===== config.mk =====
export PLATFORM = sky130hd
export DESIGN_NAME = base64_stream_encoder
export DESIGN_NICKNAME = d
export VERILOG_FILES = /design/src/hdl/b64e_pkg.sv /design/src/hdl/b64e_encoder.sv /design/src/hdl/b64e_char_queue.sv /design/src/hdl/base64_stream_encoder.sv
export SDC_FILE = /design/constraint.sdc
export NUM_CORES = 1
export LEC_CHECK = 0
export BUFFER_PORTS_ARGS = -buffer_cell sky130_fd_sc_hd__buf_2
export CAP_MARGIN = 20
export CORE_UTILIZATION = 61
export CTS_CLUSTER_DIAMETER = 50
export DETAILED_ROUTE_END_ITERATION = 10
export PLACE_DENSITY = 0.82
export SYNTH_ARGS = -nofsm -noshare
export SYNTH_HDL_FRONTEND = slang
export SYNTH_SLANG_ARGS = --single-unit

===== constraint.sdc =====
create_clock -name clk -period 3.9 [get_ports clk]
set_input_delay 0.585 -clock clk [delete_from_list [all_inputs] [get_ports clk]]
set_output_delay 0.585 -clock clk [all_outputs]
set_load 0.01 [all_outputs]

===== src/hdl/b64e_pkg.sv =====
// ---------------------------------------------------------------------------
// b64e_pkg
// Shared types, constants and the symbol map of the stream encoder.
// ---------------------------------------------------------------------------
package b64e_pkg;

  // Position of the next byte within its three-byte group.
  typedef enum logic [1:0] {
    PH_0 = 2'd0,
    PH_1 = 2'd1,
    PH_2 = 2'd2
  } phase_t;

  // Character queue geometry.
  localparam int Q_DEPTH = 4;
  localparam int Q_AW    = $clog2(Q_DEPTH);
  localparam int Q_CW    = $clog2(Q_DEPTH + 1);

  // The queue takes a new byte only when at least two free slots remain.
  localparam logic [Q_CW-1:0] Q_ACCEPT_MAX = Q_CW'(Q_DEPTH - 2);

  // Symbol map boundaries and special characters.
  localparam logic [5:0] SYM_LOWER = 6'd26;
  localparam logic [5:0] SYM_DIGIT = 6'd52;
  localparam logic [5:0] SYM_PLUS  = 6'd62;
  localparam logic [6:0] CHR_UPPER_A = 7'h41;
  localparam logic [6:0] CHR_LOWER_A = 7'h61;
  localparam logic [6:0] CHR_ZERO    = 7'h30;
  localparam logic [6:0] CHR_PLUS    = 7'h2b;
  localparam logic [6:0] CHR_CARET   = 7'h5e;

  // One character as it waits for the output.
  typedef struct packed {
    logic [6:0] ch;
    logic       last;
  } q_entry_t;

  // Characters produced for one accepted byte.
  typedef struct packed {
    q_entry_t first;
    q_entry_t second;
    logic     two;
  } enc_res_t;

  // Maps a 6-bit symbol onto its ASCII character.
  function automatic logic [6:0] sym_to_ascii(input logic [5:0] sym);
    logic [6:0] s;
    logic [6:0] c;
    s = {1'b0, sym};
    if (sym < SYM_LOWER) begin
      c = CHR_UPPER_A + s;
    end else if (sym < SYM_DIGIT) begin
      c = CHR_LOWER_A + s - {1'b0, SYM_LOWER};
    end else if (sym < SYM_PLUS) begin
      c = CHR_ZERO + s - {1'b0, SYM_DIGIT};
    end else if (sym == SYM_PLUS) begin
      c = CHR_PLUS;
    end else begin
      c = CHR_CARET;
    end
    return c;
  endfunction

endpackage


===== src/hdl/b64e_encoder.sv =====
// ---------------------------------------------------------------------------
// b64e_encoder
// Group phase and carry state, and the split of one byte into symbols.
// ---------------------------------------------------------------------------
module b64e_encoder
  import b64e_pkg::*;
(
  input  logic       clk,
  input  logic       rst_n,
  input  logic       accept,
  input  logic [7:0] data_byte,
  input  logic       end_of_message,
  output enc_res_t   res
);

  phase_t     phase_r, phase_nxt;
  logic [3:0] carry_r, carry_nxt;
  logic [5:0] sym0, sym1;

  // State advances on every accepted byte.
  always_ff @(posedge clk) begin
    if (!rst_n) begin
      phase_r <= PH_0;
      carry_r <= 4'd0;
    end else if (accept) begin
      phase_r <= phase_nxt;
      carry_r <= carry_nxt;
    end
  end

  // Next phase and leftover bits; end of message closes the group.
  always_comb begin
    phase_nxt = PH_0;
    carry_nxt = 4'd0;
    if (!end_of_message) begin
      unique case (phase_r)
        PH_1: begin
          phase_nxt = PH_2;
          carry_nxt = data_byte[3:0];
        end
        PH_2: begin
          phase_nxt = PH_0;
          carry_nxt = 4'd0;
        end
        default: begin
          phase_nxt = PH_1;
          carry_nxt = {2'b00, data_byte[1:0]};
        end
      endcase
    end
  end

  // Symbols and flags for this byte.
  always_comb begin
    res.first.last = 1'b0;
    unique case (phase_r)
      PH_1: begin
        sym0            = {carry_r[1:0], data_byte[7:4]};
        sym1            = {data_byte[3:0], 2'b00};
        res.two         = end_of_message;
        res.second.last = 1'b1;
      end
      PH_2: begin
        sym0            = {carry_r, data_byte[7:6]};
        sym1            = data_byte[5:0];
        res.two         = 1'b1;
        res.second.last = end_of_message;
      end
      default: begin
        sym0            = data_byte[7:2];
        sym1            = {data_byte[1:0], 4'b0000};
        res.two         = end_of_message;
        res.second.last = 1'b1;
      end
    endcase
    res.first.ch  = sym_to_ascii(sym0);
    res.second.ch = sym_to_ascii(sym1);
  end

endmodule


===== src/hdl/b64e_char_queue.sv =====
// ---------------------------------------------------------------------------
// b64e_char_queue
// Small character queue that takes one or two characters and gives one.
// ---------------------------------------------------------------------------
module b64e_char_queue
  import b64e_pkg::*;
(
  input  logic     clk,
  input  logic     rst_n,
  input  logic     push,
  input  enc_res_t wr,
  input  logic     pop,
  output logic     room,
  output logic     not_empty,
  output q_entry_t head
);

  q_entry_t        mem_r [Q_DEPTH];
  logic [Q_AW-1:0] head_r, tail_r, tail_p1;
  logic [Q_CW-1:0] count_r, count_nxt;
  logic [Q_CW-1:0] n_push;

  assign tail_p1   = tail_r + Q_AW'(1);
  assign n_push    = push ? (wr.two ? Q_CW'(2) : Q_CW'(1)) : Q_CW'(0);
  assign count_nxt = count_r + n_push - (pop ? Q_CW'(1) : Q_CW'(0));
  assign room      = (count_r <= Q_ACCEPT_MAX);
  assign not_empty = (count_r != Q_CW'(0));
  assign head      = mem_r[head_r];

  // Character storage: one or two writes at the tail.
  always_ff @(posedge clk) begin
    if (push) begin
      mem_r[tail_r] <= wr.first;
      if (wr.two) begin
        mem_r[tail_p1] <= wr.second;
      end
    end
  end

  // Pointers and fill count.
  always_ff @(posedge clk) begin
    if (!rst_n) begin
      head_r  <= '0;
      tail_r  <= '0;
      count_r <= '0;
    end else begin
      if (push) begin
        tail_r <= tail_r + n_push[Q_AW-1:0];
      end
      if (pop) begin
        head_r <= head_r + Q_AW'(1);
      end
      count_r <= count_nxt;
    end
  end

endmodule


===== src/hdl/base64_stream_encoder.sv =====
// ---------------------------------------------------------------------------
// base64_stream_encoder
// Byte stream to base64-style characters, one character word per cycle while not stalled.
// ---------------------------------------------------------------------------
//
//   Channel  Ports                                   Moves
//   in       in_valid, in_stall, in_data_byte,       one message byte
//            in_end_of_message
//   out      out_valid, out_stall, out_char,         one ASCII character
//            out_last_char
//
// A byte is encoded in the cycle it is accepted and its one or two characters
// enter a four-entry queue; the output gives one character per cycle from the
// queue head while out_stall is low. A byte is taken whenever two queue slots
// are free, so the byte rate is set by the one-character output port, and a
// full group of three bytes yields four characters. Reset clears the group
// phase, the carry bits and the queue pointers.
// Output stalls fill the queue and then stall the input.
module base64_stream_encoder
  import b64e_pkg::*;
(
  input  logic       clk,
  input  logic       rst_n,
  input  logic       in_valid,
  output logic       in_stall,
  input  logic [7:0] in_data_byte,
  input  logic       in_end_of_message,
  output logic       out_valid,
  input  logic       out_stall,
  output logic [6:0] out_char,
  output logic       out_last_char
);

  logic     in_accept;
  logic     out_accept;
  logic     room;
  enc_res_t res;
  q_entry_t head;

  // Handshakes.
  assign in_stall   = !room;
  assign in_accept  = in_valid && room;
  assign out_accept = out_valid && !out_stall;

  // Symbol generation from the group state.
  b64e_encoder u_encoder (
    .clk            (clk),
    .rst_n          (rst_n),
    .accept         (in_accept),
    .data_byte      (in_data_byte),
    .end_of_message (in_end_of_message),
    .res            (res)
  );

  // Characters waiting for the output.
  b64e_char_queue u_queue (
    .clk       (clk),
    .rst_n     (rst_n),
    .push      (in_accept),
    .wr        (res),
    .pop       (out_accept),
    .room      (room),
    .not_empty (out_valid),
    .head      (head)
  );

  assign out_char      = head.ch;
  assign out_last_char = head.last;

endmodule

==> impl_summary.log <==
[metrics] synthesis-to-layout area growth: 6.04%
[metrics] Die Area: 5830 µm²
[metrics] overflow left after global routing: 0
[metrics] endpoints failing setup: 0
[metrics] post-synthesis sequential area ratio: 37.4%
[metrics] Avg Cell Area, Syn: 9.92 µm²
[metrics] proportion of layout cells with a drive suffix above 1: 17.4%
[metrics] slowest stage delay, CP: 550 ps
[metrics] total number of placement rows: 26
[metrics] Slowest cell on crit path: a32oi_1
[metrics] post-detailed-placement half-perimeter wirelength: 5490 µm
[metrics] initial standard-cell utilization of the core: 64.8%
[metrics] Top FF cell, synth: edfxtp_1
[metrics] share of Yosys cell area claimed by the top area cell type: 28.5%
[metrics] CP max FO: 18
[metrics] clock latency of the later-clocked register in the worst-skew pair: 300 ps
[metrics] LEAKAGE: 1.48 nW
[metrics] number of synthesized flops with an enable pin: 32
[metrics] final weighted congestion in routability-driven placement: 0.908
[metrics] tightest slew margin relative to the limit: 32.3%
[metrics] transition time at the pin with the least slew margin: 1020 ps
[metrics] leading area contributor after synthesis: edfxtp_1
[metrics] aggregate routed wire length: 7570 µm
[metrics] number of storage elements in the synthesis netlist: 47
[metrics] CTS tree: built
[metrics] final worst clock skew: 3.09 ps
[metrics] router iterations before antenna repair: 5
[metrics] Avg Vias per Cell: 6.50
[metrics] largest cells by area after synthesis: edfxtp_1 28%, dfxtp_1 8.9%, mux2i_1 8.3%
[metrics] number of post-CTS setup repair buffers: 0
[metrics] Detail Route Antenna Nets: 0
[metrics] Port-buffer cells: 22
[metrics] ys async rst share: 0%
[metrics] RSZ-0062 raised after global routing: no
[metrics] average wire per standard cell: 18.0 µm
[metrics] timing-limited maximum frequency: 0.288 GHz
[metrics] clock tree root driver cell: clkbuf_8
[metrics] worst-case setup slack after placement: 544 ps
[metrics] post-route minimum period: 3470 ps
[metrics] drt drc: 0
[metrics] count of filler cells inserted in the layout: 409
[metrics] CTS Hold Buffers Added: 0
[metrics] vias after detailed routing: 2736
[metrics] Initial DRC Count: 164
[metrics] cells after synthesis: 340
[metrics] Num Clock Sinks: 47
[metrics] Post-Synthesis Cell Area: 3370 µm²
[metrics] H-tree depth reported by CTS: 2
[metrics] P per Cell Area: 530 nW/µm²
[metrics] Worst EP arrival: 3510 ps
[metrics] height of the die: 76.4 µm
[metrics] Setup TNS Final: 0 ps
[metrics] setup ws final: 433 ps
[metrics] Max Root-Sink Buffers: 2
[metrics] count of inserted antenna diode cells: 0
[metrics] number of warnings printed during yosys synthesis: 0
[metrics] number of library cell types mapped by synthesis: 57
[metrics] max_cap viols: 0
[metrics] highest ir drop seen on vdd: 0.408 mV
[metrics] clock transition at the registers of the reported paths: 90 ps
[metrics] sequence of cells on the critical path: inv_1 -> ha_1 -> a22oi_1 -> nor2_1 -> inv_1 -> ha_1 -> a31o_2 -> a32oi_1 -> nand2_1 -> o311ai_1 -> a22o_1 -> mux2i_1
[metrics] Die X-Extent: 76.4 µm
[metrics] final hold viol count: 0
[metrics] io pins: 23
[metrics] via count of the first global-routing pass: 2614
[metrics] Max Transition Viols Final: 0
[metrics] largest net degree at the start of global routing: 23
[metrics] Setup Crit Path Kind: reg2reg
[metrics] number of buffers created by CTS: 5
[metrics] outcome: completed
[metrics] crit end category: register
[metrics] required time at the endpoint of the critical path: 3940 ps
[metrics] global-route wire length before repair: 12600 µm
[metrics] CORE AREA: 5200 µm²
[metrics] startpoint type of the worst setup path: register
[metrics] post-route fraction of the period consumed by the critical path: 88.9%
[metrics] total track usage: 27.6%
[metrics] number of antenna violations at the first check in global routing: 0
[metrics] # resized after CTS: 0
[metrics] Tightest Hold Check Type: reg2reg
[metrics] net count after synthesis: 369
[metrics] layout net count: 379
-- path summary, 6_finish.rpt --
kind	start	slack (ps)	cells after the start	end
max	u_encoder.phase_r[0]$_SDFFE_PN0P_	430	12	u_queue.mem_r[1][3]$_DFFE_PP_
min	u_encoder.carry_r[2]$_SDFFE_PN0P_	490	2	u_encoder.carry_r[2]$_SDFFE_PN0P_
max reg2reg	u_encoder.phase_r[0]$_SDFFE_PN0P_	430	12	u_queue.mem_r[1][3]$_DFFE_PP_
min reg2reg	u_encoder.carry_r[2]$_SDFFE_PN0P_	490	2	u_encoder.carry_r[2]$_SDFFE_PN0P_
-- registers in the layout, indices dropped and copies added, names as in the netlist, named ones only --
register and flops:
u_queue.count_r 3, u_queue.tail_r 2, u_encoder.phase_r 2, u_queue.head_r 2, u_encoder.carry_r 4, u_queue.mem_r 32
-- Yosys cell counts, types with 4 or more instances --
cell type  number
dfxtp_1        15
a21oi_1        14
nor3_1          8
mux2_2          8
o21ai_0         5
buf_2           4
nand2b_1        6
nand3_1        13
nand2_1        29
xnor2_1         6
nor2b_1         4
a221o_1         7
edfxtp_1       32
o22ai_1         5
nor2_1         16
a21boi_0        6
or3_1           4
a22oi_1         4
o211ai_1        5
and2_1         11
clkbuf_1       12
ha_1           15
mux4_2          8
mux2i_1        28
inv_1          21
-- metal layers --
layer | vias to the layer above | part of all wire (%) | track usage [%]
met3 | 18 | 5.3 | 4.67
met5 | - | 0 | 0
li1 | 1284 | - | -
met1 | 1332 | 42 | 34.4
met4 | 0 | 2.1 | 11.5
met2 | 102 | 51 | 47.2
-- kinds of logic (layout without fill, tap and decap cells) --
logic type	after synthesis	in the layout	share of synthesized area, %
adders and majority gates	16	16	6.16
DFF	47	47	37.4
muxes	44	44	16.3
AOI/OAI and AO/OA	70	70	15.3
and+or+nand+nor	110	110	16.8
xor gates and xnor gates	8	8	2.08
buffers and inverters	45	56	5.93
-- stage by stage --
stage | instance area, µm² | std cells | power, W | util (%) | hold WS (ps)
floorplan | 3370 | 340 | 0.00139 | - | 441
global placement | 3490 | 413 | 0.00156 | 67.0 | 466
detailed placement | 3490 | 413 | 0.00160 | 67.0 | 479
CTS | 3580 | 421 | 0.00190 | 68.8 | 492
global route | 3580 | 421 | 0.00202 | 68.8 | 516
finish | 3580 | 421 | 0.00190 | 68.8 | 487
-- critical path: cells and delay by family, from the launching register on --
family | cells | cell delay, ps
flops | 1 | 330
compound gates | 5 | 1410
mux | 1 | 110
fa+ha+maj | 2 | 740
simple gates | 2 | 430
buf+inv | 2 | 190
-- final cells by class --
cell class / instances / area (µm²) / area share (%)
multi-input combinational: 248 / 1920 / 53.6
sequential: 47 / 1260 / 35.2
clock buffer: 5 / 68.8 / 1.92
tap: 70 / 87.6 / 2.45
inverter: 22 / 82.6 / 2.31
clock inverter: 3 / 20.0 / 0.559
timing repair buffer: 26 / 140 / 3.92
-- report_power, final --
| part | switching [W] | internal (W) |
|---|---|---|
| Combinational | 0.000478 | 0.000381 |
| Sequential | 0.0000648 | 0.000672 |
| Clock | 0.000175 | 0.000125 |
| Total | 0.000718 | 0.00118 |
-- layout by cell type, fill, tap and decap left out, drive strengths merged, types with 3 or more instances in the layout --
master / n
a21boi: 6
mux2i: 28
nand2: 31
a31o: 3
o211ai: 5
buf: 26
a21oi: 14
and3: 3
xnor2: 6
and2: 11
mux4: 8
a2111oi: 3
nor3: 9
nand2b: 6
o22ai: 5
mux2: 8
clkbuf: 5
nor2b: 4
nand3: 13
o311ai: 4
inv: 22
a211oi: 3
edfxtp: 32
a22oi: 4
a221o: 7
ha: 15
or3: 4
o21ai: 7
nor2: 16
dfxtp: 15
Note: power is estimated with default switching activity, not from simulation.
